==> config.mk <==
export PLATFORM = sky130hd
export DESIGN_NAME = ata_block_address_formatter
export DESIGN_NICKNAME = d
export VERILOG_FILES = /design/src/design/abf_pkg.sv /design/src/design/abf_regs.sv /design/src/design/abf_front.sv /design/src/design/abf_queue.sv /design/src/design/abf_back.sv /design/src/design/ata_block_address_formatter.sv
export SDC_FILE = /design/constraint.sdc
export NUM_CORES = 1
export LEC_CHECK = 0
export ABC_AREA = 1
export BUFFER_PORTS_ARGS = -buffer_cell sky130_fd_sc_hd__buf_2
export CORE_ASPECT_RATIO = 1.5
export CORE_UTILIZATION = 55
export DETAILED_ROUTE_END_ITERATION = 7
export PLACE_DENSITY = 0.72
export SLEW_MARGIN = 25
export SYNTH_ARGS = -nofsm -noshare
export SYNTH_HDL_FRONTEND = slang
export SYNTH_SLANG_ARGS = --single-unit
export TNS_END_PERCENT = 20
==> constraint.sdc <==
create_clock -name clk -period 5.49 [get_ports clk]
set_input_delay 0 -clock clk [delete_from_list [all_inputs] [get_ports clk]]
set_output_delay 0 -clock clk [all_outputs]
set_load 0.01 [all_outputs]
==> src/design/abf_pkg.sv <==
`timescale 1ns / 1ps
// ----------------------------------------------------------------------------
// abf_pkg
// Shared types and constants of the ATA block address formatter.
// ----------------------------------------------------------------------------
package abf_pkg;

	localparam int BLK_W      = 32;
	localparam int BYTE_W     = 8;
	localparam int HEADS_W    = 5;
	localparam int SPT_W      = 6;
	localparam int PER_CYL_W  = HEADS_W + SPT_W;
	localparam int PADDR_W    = 4;
	localparam int PDATA_W    = 32;

	localparam int QUEUE_DEPTH = 2;
	localparam int QPTR_W      = $clog2(QUEUE_DEPTH);
	localparam int QCNT_W      = $clog2(QUEUE_DEPTH + 1);

	localparam int DIV1_STEPS = 16;
	localparam int DIV2_STEPS = 6;
	localparam int STEP_W     = $clog2(DIV1_STEPS);

	localparam logic [BYTE_W-1:0] LBA_FLAG = 8'h40;

	localparam logic [1:0] REG_LBA_MODE = 2'd0;
	localparam logic [1:0] REG_HEADS    = 2'd1;
	localparam logic [1:0] REG_SPT      = 2'd2;

	localparam logic               RST_LBA_MODE = 1'b1;
	localparam logic [HEADS_W-1:0] RST_HEADS    = 5'd16;
	localparam logic [SPT_W-1:0]   RST_SPT      = 6'd63;

	typedef struct packed {
		logic               lba_mode;
		logic [HEADS_W-1:0] heads;
		logic [SPT_W-1:0]   spt;
	} cfg_t;

	typedef enum logic [1:0] {
		KIND_LBA  = 2'd0,
		KIND_ZERO = 2'd1,
		KIND_GEOM = 2'd2
	} kind_t;

	typedef struct packed {
		kind_t                kind;
		logic [PER_CYL_W-1:0] per_cyl;
		logic [SPT_W-1:0]     spt;
		logic [BLK_W-1:0]     blk;
		logic [BYTE_W-1:0]    base;
	} job_t;

	typedef struct packed {
		logic              out_of_range;
		logic [BYTE_W-1:0] drive_head;
		logic [BYTE_W-1:0] cylinder_high;
		logic [BYTE_W-1:0] cylinder_low;
		logic [BYTE_W-1:0] sector_number;
	} result_t;

endpackage

==> src/design/abf_regs.sv <==
`timescale 1ns / 1ps
// ----------------------------------------------------------------------------
// abf_regs
// Configuration registers behind the APB port.
// ----------------------------------------------------------------------------
module abf_regs import abf_pkg::*; (
	input  logic               clk,
	input  logic               arst_n,
	input  logic               psel,
	input  logic               penable,
	input  logic               pwrite,
	input  logic [PADDR_W-1:0] paddr,
	input  logic [PDATA_W-1:0] pwdata,
	output logic [PDATA_W-1:0] prdata,
	output logic               pready,
	output cfg_t               cfg
);

	cfg_t cfg_q;
	logic wr_en;

	assign pready = 1'b1;
	assign wr_en  = psel & penable & pwrite & pready;
	assign cfg    = cfg_q;

	always_ff @(posedge clk or negedge arst_n) begin
		if (!arst_n) begin
			cfg_q.lba_mode <= RST_LBA_MODE;
			cfg_q.heads    <= RST_HEADS;
			cfg_q.spt      <= RST_SPT;
		end else if (wr_en) begin
			unique case (paddr[3:2])
				REG_LBA_MODE: cfg_q.lba_mode <= pwdata[0];
				REG_HEADS:    cfg_q.heads    <= pwdata[HEADS_W-1:0];
				REG_SPT:      cfg_q.spt      <= pwdata[SPT_W-1:0];
				default: ;
			endcase
		end
	end

	always_comb begin
		prdata = '0;
		unique case (paddr[3:2])
			REG_LBA_MODE: prdata = {{(PDATA_W-1){1'b0}}, cfg_q.lba_mode};
			REG_HEADS:    prdata = {{(PDATA_W-HEADS_W){1'b0}}, cfg_q.heads};
			REG_SPT:      prdata = {{(PDATA_W-SPT_W){1'b0}}, cfg_q.spt};
			default:      prdata = '0;
		endcase
	end

endmodule

==> src/design/abf_front.sv <==
`timescale 1ns / 1ps
// ----------------------------------------------------------------------------
// abf_front
// Accepts input transactions, classifies them and forms the divisor.
// ----------------------------------------------------------------------------
module abf_front import abf_pkg::*; (
	input  cfg_t              cfg,
	input  logic              s_tvalid,
	output logic              s_tready,
	input  logic [BLK_W-1:0]  blk,
	input  logic [BYTE_W-1:0] base,
	input  logic              push_ready,
	output logic              push,
	output job_t              push_job
);

	assign s_tready = push_ready;
	assign push     = s_tvalid & push_ready;

	always_comb begin
		push_job.blk     = blk;
		push_job.base    = base;
		push_job.spt     = cfg.spt;
		push_job.per_cyl = {{SPT_W{1'b0}}, cfg.heads} * {{HEADS_W{1'b0}}, cfg.spt};
		if (cfg.lba_mode) begin
			push_job.kind = KIND_LBA;
		end else if (cfg.heads == '0 || cfg.spt == '0) begin
			push_job.kind = KIND_ZERO;
		end else begin
			push_job.kind = KIND_GEOM;
		end
	end

endmodule

==> src/design/abf_queue.sv <==
`timescale 1ns / 1ps
// ----------------------------------------------------------------------------
// abf_queue
// Short job queue between the front and the back.
// ----------------------------------------------------------------------------
module abf_queue import abf_pkg::*; (
	input  logic clk,
	input  logic arst_n,
	input  logic push,
	input  job_t push_job,
	output logic push_ready,
	input  logic pop,
	output logic pop_valid,
	output job_t pop_job
);

	job_t              mem_q [QUEUE_DEPTH];
	logic [QPTR_W-1:0] wr_ptr_q;
	logic [QPTR_W-1:0] rd_ptr_q;
	logic [QCNT_W-1:0] count_q;

	assign push_ready = (count_q != QCNT_W'(QUEUE_DEPTH));
	assign pop_valid  = (count_q != '0);
	assign pop_job    = mem_q[rd_ptr_q];

	always_ff @(posedge clk) begin
		if (push) begin
			mem_q[wr_ptr_q] <= push_job;
		end
	end

	always_ff @(posedge clk or negedge arst_n) begin
		if (!arst_n) begin
			wr_ptr_q <= '0;
			rd_ptr_q <= '0;
			count_q  <= '0;
		end else begin
			if (push) begin
				wr_ptr_q <= wr_ptr_q + 1'b1;
			end
			if (pop) begin
				rd_ptr_q <= rd_ptr_q + 1'b1;
			end
			if (push && !pop) begin
				count_q <= count_q + 1'b1;
			end else if (pop && !push) begin
				count_q <= count_q - 1'b1;
			end
		end
	end

`ifndef SYNTHESIS
	a_count_bound: assert property (@(posedge clk) disable iff (!arst_n)
		count_q <= QCNT_W'(QUEUE_DEPTH))
		else $error("queue count above depth");

	a_count_inc: assert property (@(posedge clk) disable iff (!arst_n)
		push && !pop |=> count_q == $past(count_q) + 1'b1)
		else $error("queue count did not follow push");
`endif

endmodule

==> src/design/abf_back.sv <==
`timescale 1ns / 1ps
// ----------------------------------------------------------------------------
// abf_back
// Carries out jobs: LBA slicing, an out-of-range result for zero geometry,
// or two iterative divisions for geometry.
module abf_back import abf_pkg::*; (
	input  logic    clk,
	input  logic    arst_n,
	input  logic    in_valid,
	input  job_t    in_job,
	output logic    pop,
	output logic    m_tvalid,
	input  logic    m_tready,
	output result_t m_res
);

	typedef enum logic [3:0] {
		ST_IDLE = 4'b0001,
		ST_DIV1 = 4'b0010,
		ST_DIV2 = 4'b0100,
		ST_DONE = 4'b1000
	} state_t;

	state_t               state_q;
	logic [STEP_W-1:0]    step_q;
	logic [BLK_W-1:0]     dvd_q;
	logic [BLK_W-1:0]     quo_q;
	logic [PER_CYL_W-1:0] rem_q;
	logic [PER_CYL_W-1:0] dvs_q;
	logic [SPT_W-1:0]     spt_q;
	logic [BYTE_W-1:0]    base_q;
	logic [15:0]          cyl_q;
	logic                 cyl_big_q;
	logic [3:0]           head_q;
	logic                 head_big_q;
	logic [BYTE_W-1:0]    sec_q;
	result_t              res_q;
	logic                 res_valid_q;

	logic                 slot_free;
	logic                 last1;
	logic                 last2;
	logic [PER_CYL_W-1:0] rem_nx;
	logic [1:0]           qbits;
	logic [PER_CYL_W:0]   trial;
	logic                 load_res;
	result_t              res_d;

	assign slot_free = !res_valid_q || m_tready;
	assign pop       = in_valid && (state_q == ST_IDLE) && slot_free;
	assign last1     = (step_q == STEP_W'(DIV1_STEPS - 1));
	assign last2     = (step_q == STEP_W'(DIV2_STEPS - 1));
	assign m_tvalid  = res_valid_q;
	assign m_res     = res_q;

	// two restoring steps per cycle
	always_comb begin
		rem_nx = rem_q;
		qbits  = '0;
		trial  = '0;
		for (int i = 0; i < 2; i++) begin
			trial = {rem_nx, dvd_q[BLK_W-1-i]};
			if (trial >= {1'b0, dvs_q}) begin
				trial        = trial - {1'b0, dvs_q};
				qbits[1-i]   = 1'b1;
			end
			rem_nx = trial[PER_CYL_W-1:0];
		end
	end

	always_comb begin
		load_res = 1'b0;
		res_d    = '0;
		if (pop && in_job.kind == KIND_LBA) begin
			load_res            = 1'b1;
			res_d.sector_number = in_job.blk[7:0];
			res_d.cylinder_low  = in_job.blk[15:8];
			res_d.cylinder_high = in_job.blk[23:16];
			res_d.drive_head    = in_job.base | LBA_FLAG | {4'b0, in_job.blk[27:24]};
			res_d.out_of_range  = (in_job.blk[31:28] != '0);
		end else if (pop && in_job.kind == KIND_ZERO) begin
			load_res           = 1'b1;
			res_d.drive_head   = in_job.base;
			res_d.out_of_range = 1'b1;
		end else if (state_q == ST_DONE && slot_free) begin
			load_res            = 1'b1;
			res_d.sector_number = sec_q;
			res_d.cylinder_low  = cyl_q[7:0];
			res_d.cylinder_high = cyl_q[15:8];
			res_d.drive_head    = base_q | {4'b0, head_q};
			res_d.out_of_range  = cyl_big_q | head_big_q;
		end
	end

	always_ff @(posedge clk or negedge arst_n) begin
		if (!arst_n) begin
			state_q     <= ST_IDLE;
			step_q      <= '0;
			res_valid_q <= 1'b0;
		end else begin
			if (load_res) begin
				res_valid_q <= 1'b1;
			end else if (m_tready) begin
				res_valid_q <= 1'b0;
			end
			unique case (state_q)
				ST_IDLE: begin
					if (pop && in_job.kind != KIND_LBA && in_job.kind != KIND_ZERO) begin
						state_q <= ST_DIV1;
						step_q  <= '0;
					end
				end
				ST_DIV1: begin
					step_q <= last1 ? '0 : step_q + 1'b1;
					if (last1) begin
						state_q <= ST_DIV2;
					end
				end
				ST_DIV2: begin
					step_q <= step_q + 1'b1;
					if (last2) begin
						state_q <= ST_DONE;
					end
				end
				ST_DONE: begin
					if (slot_free) begin
						state_q <= ST_IDLE;
					end
				end
				default: state_q <= ST_IDLE;
			endcase
		end
	end

	always_ff @(posedge clk) begin
		if (load_res) begin
			res_q <= res_d;
		end
		if (state_q == ST_IDLE) begin
			dvd_q  <= in_job.blk;
			dvs_q  <= in_job.per_cyl;
			spt_q  <= in_job.spt;
			base_q <= in_job.base;
			rem_q  <= '0;
			quo_q  <= '0;
		end else if (state_q == ST_DIV1) begin
			if (last1) begin
				cyl_q     <= {quo_q[13:0], qbits};
				cyl_big_q <= (quo_q[29:14] != '0);
				dvd_q     <= {1'b0, rem_nx, {(BLK_W-1-PER_CYL_W){1'b0}}};
				dvs_q     <= {{(PER_CYL_W-SPT_W){1'b0}}, spt_q};
				rem_q     <= '0;
				quo_q     <= '0;
			end else begin
				dvd_q <= {dvd_q[BLK_W-3:0], 2'b00};
				rem_q <= rem_nx;
				quo_q <= {quo_q[BLK_W-3:0], qbits};
			end
		end else if (state_q == ST_DIV2) begin
			dvd_q <= {dvd_q[BLK_W-3:0], 2'b00};
			rem_q <= rem_nx;
			quo_q <= {quo_q[BLK_W-3:0], qbits};
			if (last2) begin
				head_q     <= {quo_q[1:0], qbits};
				head_big_q <= (quo_q[9:2] != '0);
				sec_q      <= {{(BYTE_W-SPT_W){1'b0}}, rem_nx[SPT_W-1:0]} + 1'b1;
			end
		end
	end

`ifndef SYNTHESIS
	a_rem_below_dvs: assert property (@(posedge clk) disable iff (!arst_n)
		(state_q == ST_DIV1 || state_q == ST_DIV2) |-> rem_q < dvs_q)
		else $error("partial remainder not below divisor");

	a_div1_to_div2: assert property (@(posedge clk) disable iff (!arst_n)
		state_q == ST_DIV1 && last1 |=> state_q == ST_DIV2 && step_q == '0)
		else $error("first division did not hand over to second");

	a_done_delivers: assert property (@(posedge clk) disable iff (!arst_n)
		state_q == ST_DONE && slot_free |=> res_valid_q && state_q == ST_IDLE)
		else $error("finished geometry job not delivered");
`endif

endmodule

==> src/design/ata_block_address_formatter.sv <==
`timescale 1ns / 1ps
// ----------------------------------------------------------------------------
// ata_block_address_formatter
// Turns a block number and a base drive/head byte into the four ATA
// task-file address bytes plus an out-of-range flag. In LBA mode the
// block number is sliced into bytes and the back delivers one transaction
// per cycle while the output is not stalled. In geometry mode the back
// loads the job, divides block number by heads*sectors and then the
// remainder by sectors, two quotient bits a cycle in one shared restoring
// divider, and then hands the result over; with zero heads or sectors it
// flags out of range without dividing. A two-entry queue between the input
// side and the divider keeps accepting input while a result waits on the output.
// ----------------------------------------------------------------------------
module ata_block_address_formatter import abf_pkg::*; (
	input  logic               clk,
	input  logic               arst_n,
	input  logic               psel,
	input  logic               penable,
	input  logic               pwrite,
	input  logic [PADDR_W-1:0] paddr,
	input  logic [PDATA_W-1:0] pwdata,
	output logic [PDATA_W-1:0] prdata,
	output logic               pready,
	input  logic               s_tvalid,
	output logic               s_tready,
	input  logic [39:0]        s_tdata,  // block_number, drive_head_base
	output logic               m_tvalid,
	input  logic               m_tready,
	output logic [39:0]        m_tdata   // sector_number, cylinder_low, cylinder_high,
	                                     // drive_head, out_of_range, zero pad
);

	cfg_t    cfg;
	logic    push;
	logic    push_ready;
	job_t    push_job;
	logic    pop;
	logic    pop_valid;
	job_t    pop_job;
	result_t res;

	abf_regs u_regs (
		.clk     (clk),
		.arst_n  (arst_n),
		.psel    (psel),
		.penable (penable),
		.pwrite  (pwrite),
		.paddr   (paddr),
		.pwdata  (pwdata),
		.prdata  (prdata),
		.pready  (pready),
		.cfg     (cfg)
	);

	abf_front u_front (
		.cfg        (cfg),
		.s_tvalid   (s_tvalid),
		.s_tready   (s_tready),
		.blk        (s_tdata[31:0]),
		.base       (s_tdata[39:32]),
		.push_ready (push_ready),
		.push       (push),
		.push_job   (push_job)
	);

	abf_queue u_queue (
		.clk        (clk),
		.arst_n     (arst_n),
		.push       (push),
		.push_job   (push_job),
		.push_ready (push_ready),
		.pop        (pop),
		.pop_valid  (pop_valid),
		.pop_job    (pop_job)
	);

	abf_back u_back (
		.clk      (clk),
		.arst_n   (arst_n),
		.in_valid (pop_valid),
		.in_job   (pop_job),
		.pop      (pop),
		.m_tvalid (m_tvalid),
		.m_tready (m_tready),
		.m_res    (res)
	);

	assign m_tdata = {7'b0, res};

endmodule
# == Word level (Yosys, flattened, before mapping) ==
# Memory sizes are Yosys's and may differ from the RTL's.
# Cells that the tools add are included.
# word_totals
register_bits,186
mem_bits_rw,118
input_bits,83
output_inout_bits,75
wordCells,138
memories,1
# classes
add_sub_neg,8
multipliers,1
magnitude_cmp,2
n_eq_ne,15
muxes,41
n_bitwise,8
n_reduce_logical,37
# memory_table
name,words,width,rd,rd_ports_with_merged_regs,wr,line_no,rtl
u_queue.mem_q,2,59,1,0,1,abf_queue.sv:17,job_t mem_q [QUEUE_DEPTH];
# ops
operator,count
2-to-1 mux 32 bit,4
2-to-1 mux 30 bit,3
2-to-1 mux 11 bit,8
2-to-1 mux 33 bit,2
>= comparator 12 x 11 -> 1 bit,2
2-to-1 mux 24 bit,1
2-to-1 mux 4 bit,6
subtractor 11 bit,2
case mux 6 bit (3 select lines),1
bitwise OR 8 x 4 -> 8 bit,2
case mux 4 bit (4 select lines),1
nonzero test 16 bit,1
nonzero test 2 bit,7
case mux 4 bit (3 select lines),1
multiplier 5 x 6 -> 11 bit,1
AND reduction 2 bit,5
logical AND 1 bit,9
2-to-1 mux 1 bit,9
2-to-1 mux 9 bit,1
equality test 4 x 3 -> 1 bit (second input constant),2
equality test 4 bit (second input constant),2
2-to-1 mux 2 bit,4
!= test 2 x 1 -> 1 bit (second input constant),4
AND reduction 4 bit,2
22 further kinds,32

# == Longest topological paths before layout ==
# depth
depth_word,7
depth_mapped,29
mapped_depth_nobuf,27

# == Modules after synthesis ==
# A second synthesis with hierarchy kept.
# unflattened
cells_unflattened,1367
area_unflattened_um2,15078.2
# modules_own_cells
module,instances,cells_per_inst,area_per_inst_um2,seq_area_each_um2
abf_back,1,827,8027.7,4620.7
abf_queue,1,209,4767.1,3643.5
abf_front,1,212,1400.1,0.0
abf_regs,1,111,827.0,310.3
ata_block_address_formatter,1,8,56.3,0.0

# == Worst setup path after synthesis ==
# OpenSTA, ideal clock, no wires.
# synth_timing
kind,reg-to-reg
startpoint,"register u_regs.cfg_q, in the netlist u_regs.cfg[10]"
endpoint,memory u_queue.mem_q[0][55] (netlist name) (data pin)
setup_time_ns,0.261
t_arrival_ns,3.694
required_ns,5.229
setup_slack_ns,1.535
stages_incl_launch_ff,17
path_buffers,1
path_cell_list,dfstp_2 clkbuf_1 nand2_1 fa_1 fa_1 fa_1 inv_1 ha_1 a21oi_1 nand2_1 a21oi_1 inv_1 a21oi_1 nor2_1 o21ai_0 nand2_1 xor2_1
# synth_rtl
item,line_no,rtl
from (decl),abf_regs.sv:19,cfg_t cfg_q;
to (decl),abf_queue.sv:17,

# == Worst setup path in the final report ==
# layout_timing
startpoint,register u_back.dvd_q[31]
endpoint,register u_back.sec_q[4] (data pin)
# layout_via
elab_chain_cells,5
elab_cells_between_ends,7
cone_classes,add/sub: 3; order compare: 2; mux: 2
# layout_lines
item,line_no,rtl
from (decl),abf_back.sv:26,logic [BLK_W-1:0] dvd_q;
from (signal assigned),abf_back.sv:140,dvd_q <= in_job.blk;
from (signal assigned),abf_back.sv:150,"dvd_q <= {1'b0, rem_nx, {(BLK_W-1-PER_CYL_W){1'b0}}};"
from (signal assigned),abf_back.sv:155,"dvd_q <= {dvd_q[BLK_W-3:0], 2'b00};"
subtractor 11 bit or >= comparator 12 x 11 -> 1 bit (tied branches),"abf_back.sv:64, abf_back.sv:63",
2-to-1 mux 11 bit *,abf_back.sv:63,"if (trial >= {1'b0, dvs_q}) begin"
subtractor 11 bit or >= comparator 12 x 11 -> 1 bit (tied branches),"abf_back.sv:64, abf_back.sv:63",
2-to-1 mux 11 bit *,abf_back.sv:63,
adder 6 x 1 -> 7 bit *,abf_back.sv:166,"sec_q <= {{(BYTE_W-SPT_W){1'b0}}, rem_nx[SPT_W-1:0]} + 1'b1;"
to (signal assigned),abf_back.sv:166,
to (decl),abf_back.sv:36,logic [BYTE_W-1:0] sec_q;
# Mark *: on every way between the ends. The rest lies on a longest branch, timed or not.
# A chain may end at the register's enable or synchronous reset.

==> flow_summary.json <==
{
  "synth_edf_count": 237,
  "synth_top_area_share_pct": 50.9,
  "clock_skew_ns": 0.0180,
  "clock.fmax_ghz": 0.209,
  "p_sw_mw": 3.96,
  "grt_max_degree": 67,
  "slew_viol_final": 0,
  "io_pins": 158,
  "start_util_pct": 55.8,
  "seq_area_frac_synth_pct": 61.4,
  "p_leak_nw": 6.81,
  "setup-violations-final": 0,
  "wl_met1_mm": 11.5,
  "grt_pass1_wl_mm": 48.5,
  "highest_layer": "met4",
  "p_int_mw": 5.91,
  "wl_met3_mm": 1.10,
  "setup_tns_ns": 0,
  "cp_max_fo": 11,
  "rsz0062_at_grt": "false",
  "worst_slew_pin_slew_ns": 0.879,
  "p_seq_share_pct": 37.3,
  "synth_area_leader_cell": "edfxtp_1",
  "cp.arrival_ns": 5.07,
  "antennaDiodeCount": 0,
  "vias": 9539,
  "ant_nets": 0,
  "nNetsFinal": 1579,
  "postCtsSetupBuffers": 0,
  "path_class": "reg -> reg",
  "antenna_found_initial": 0,
  "final_hold_viol_count": 0,
  "synth_area_mm2": 0.0140,
  "drt-total-wl_mm": 30.0,
  "run_status": "complete, no violations",
  "cts_buffers": 27,
  "drcViolationCount": 0,
  "ys_top_cells_by_area": "edfxtp_1 51%, nand2_1 7.6%, dfxtp_1 5.9%, ha_1 4.0%, inv_1 4.0%",
  "design_power_total_mw": 9.86,
  "worst_ep_required_time_ns": 5.78,
  "cts_tree": "done",
  "crit_path_end_kind": "register",
  "dr_wl_met2_mm": 16.2,
  "placementRows": 71,
  "period_minus_slack_ns": 4.78,
  "dpl.cell_count": 1682,
  "crit_path_start_kind": "register",
  "clock_latency_ns": 0.55,
  "place_congestion": 0.900,
  "synth_cell_type_count": 50,
  "syn_avg_cell_area_um2": 10.8,
  "area_delta_synth_final_pct": 15.4,
  "cts-root-buf": "clkbuf_16",
  "finalNonFillerCells": 1786,
  "hold_class": "in -> reg",
  "yosys_warnings": 0,
  "hpwlAfterDp_mm": 20.1,
  "peakVddDrop_v": 0.000545,
  "maxCapViolations": 0,
  "die_y_um": 197,
  "drt-pass1-iter-count": 5,
  "grt_pass1_vias": 9837,
  "power_density_mw_per_mm2": 612,
  "routedWlPerCell_um": 16.8,
  "stdcell_area_mm2": 0.0161,
  "drt_iter0_markers": 482,
  "yosys.cell_count.top_type": "nand2_1",
  "pwr-share-comb_pct": 42.8,
  "post_route_cells_drive_above_1_share_pct": 13.4,
  "cts_hold_buf": 54,
  "cts.sinks": 303,
  "core_mm2": 0.0251,
  "placed_area_mm2": 0.0146,
  "synthTopCellsByCount": "284 x nand2_1, 237 x edfxtp_1, 150 x inv_1, 82 x o21ai_0, 64 x nand3_1",
  "ys_seq_elements": 303,
  "power.share.clock_pct": 19.9,
  "finalCritPeriodShare_pct": 87.1,
  "die_area_mm2": 0.0261,
  "relSlewSlack_pct": 41.4,
  "clk_pin_slew_ns": 0.07,
  "switching_share_pct": 40.1,
  "drt-vias-per-instance": 5.34,
  "grtUsageTotal_pct": 23.8,
  "cts_resized": 0,
  "io_buffer_count": 95,
  "post-route-util_pct": 64.4,
  "ys.flop_type": "edfxtp_1",
  "netlist_instances": 1298,
  "grt_overflow": 0,
  "clock_path_buffers": 3,
  "die_w_um": 132,
  "cts_htree_levels": 1,
  "async_flop_share_pct": 8.25
}
==> per-stage QoR <==
| stage | setup slack (ns) | hold WS, ns |
|---|---|---|
| finish | 0.708 | 0.109 |
| detailed placement | 0.768 | 0.0294 |
| global placement | 0.828 | 0.0248 |
| global route | 0.381 | 0.160 |
| floorplan | 1.54 | -0.296 |
| CTS | 0.734 | 0.0900 |
==> layer usage <==
metal | up-vias | GRT usage, %
li1 | 4635 | -
met1 | 4580 | 26.3
met2 | 254 | 45.5
met3 | 70 | 2.39
met4 | 0 | 10.9
met5 | - | 0
==> flip-flops by register name, summed over array words and instances, names as in the netlist <==
| signal | flops |
|---|---|
| u_back.base_q | 8 |
| u_back.cyl_big_q | 1 |
| u_back.cyl_q | 16 |
| u_back.dvd_q | 32 |
| u_back.dvs_q | 11 |
| u_back.head_big_q | 1 |
| u_back.head_q | 4 |
| u_back.m_res | 33 |
| u_back.m_tvalid | 1 |
| u_back.quo_q | 30 |
| u_back.rem_q | 11 |
| u_back.sec_q | 7 |
| u_back.spt_q | 6 |
| u_back.state_q | 4 |
| u_back.step_q | 4 |
| u_queue.count_q | 2 |
| u_queue.mem_q | 118 |
| u_queue.rd_ptr_q | 1 |
| u_queue.wr_ptr_q | 1 |
| u_regs.cfg | 12 |
==> critical path, stage by stage (launching register included) <==
cell and delay, ns:
edfxtp_1 0.36, inv_1 0.09, ha_1 0.25, fa_1 0.24, inv_1 0.09, nand3_1 0.07
nand3_1 0.13, nand3_1 0.12, nand3_1 0.30, o21ai_0 0.59, inv_1 0.11, ha_1 0.36
a21o_1 0.21, a21boi_0 0.25, nand3_1 0.15, nand2_1 0.13, nand2_2 0.08, nor2_2 0.10
buf_4 0.18, nand2_1 0.07, nand2_1 0.10, ha_1 0.17, inv_1 0.07, nor2_4 0.13
nand2_1 0.06, nand2_1 0.06, nand2_1 0.04
==> power by group through the flow <==
stage | Clock (mW) | Combinational [mW] | Sequential [mW]
global placement | 0 | 4.09 | 3.70
CTS | 1.99 | 4.23 | 3.68
finish | 1.96 | 4.22 | 3.68
global route | 2.08 | 4.70 | 3.73
floorplan | 0 | 3.04 | 3.67
detailed placement | 0 | 4.15 | 3.72
==> worst paths after layout <==
kind                       depth (start not counted)          endpoint        startpoint  slack (ns)
hold / removal                                     4    u_regs.cfg[10]           penable        0.11
setup reg to reg                                  26   u_back.sec_q[4]  u_back.dvd_q[31]        0.71
setup / recovery                                  26   u_back.sec_q[4]  u_back.dvd_q[31]        0.71
max in group asynchronous                          4  u_queue.rd_ptr_q            arst_n        3.54
hold reg to reg                                    0   u_back.cyl_q[7]   u_back.quo_q[5]        0.44
min in group asynchronous                          3     u_regs.cfg[8]            arst_n        0.42
==> layout make-up <==
| cell class | instances | area, um^2 |
|---|---|---|
| clock inverter | 8 | 82.6 |
| multi-input combinational | 785 | 4480 |
| fill | 1941 | 8920 |
| clock buffer | 42 | 866 |
| tap | 328 | 410 |
| timing repair buffer | 164 | 1130 |
| sequential | 303 | 8580 |
| inverter | 156 | 586 |
==> cell families (layout without fill, tap and decap cells) <==
group / Yosys count / in the layout / synth area share, %
and+or+nand+nor: 444 / 444 / 13.4
DFF: 303 / 303 / 61.4
buffers and inverters: 242 / 370 / 7.61
AOI/OAI and AO/OA: 201 / 201 / 8.39
adders and majority gates: 59 / 59 / 6.04
xor gates and xnor gates: 26 / 26 / 1.63
muxes: 21 / 21 / 1.50
other: 2 / 34 / 0.0537
==> cell usage in the layout (no fill, tap or decap), types with 6 or more instances in the layout <==
master and count:
edfxtp_1 237, nand2_1 284, dfrtp_1 15, a21oi_1 34, buf_2 95, buf_4 15, xnor2_1 10, inv_2 7
o211ai_1 10, nand4_1 10, dfstp_2 9, inv_1 148, fa_1 14, clkbuf_8 7, ha_1 45, a31oi_1 6
nor4_1 6, o21ai_0 82, nand3_1 64, xor2_1 16, o21ai_1 10, mux2i_1 21, o22ai_1 32, dfxtp_1 41
nor3_1 6, dlygate4sd3_1 54, nor2_1 51, conb_1 34, nor2_2 6, clkbuf_16 30
Note: power is estimated with default switching activity, not from simulation.
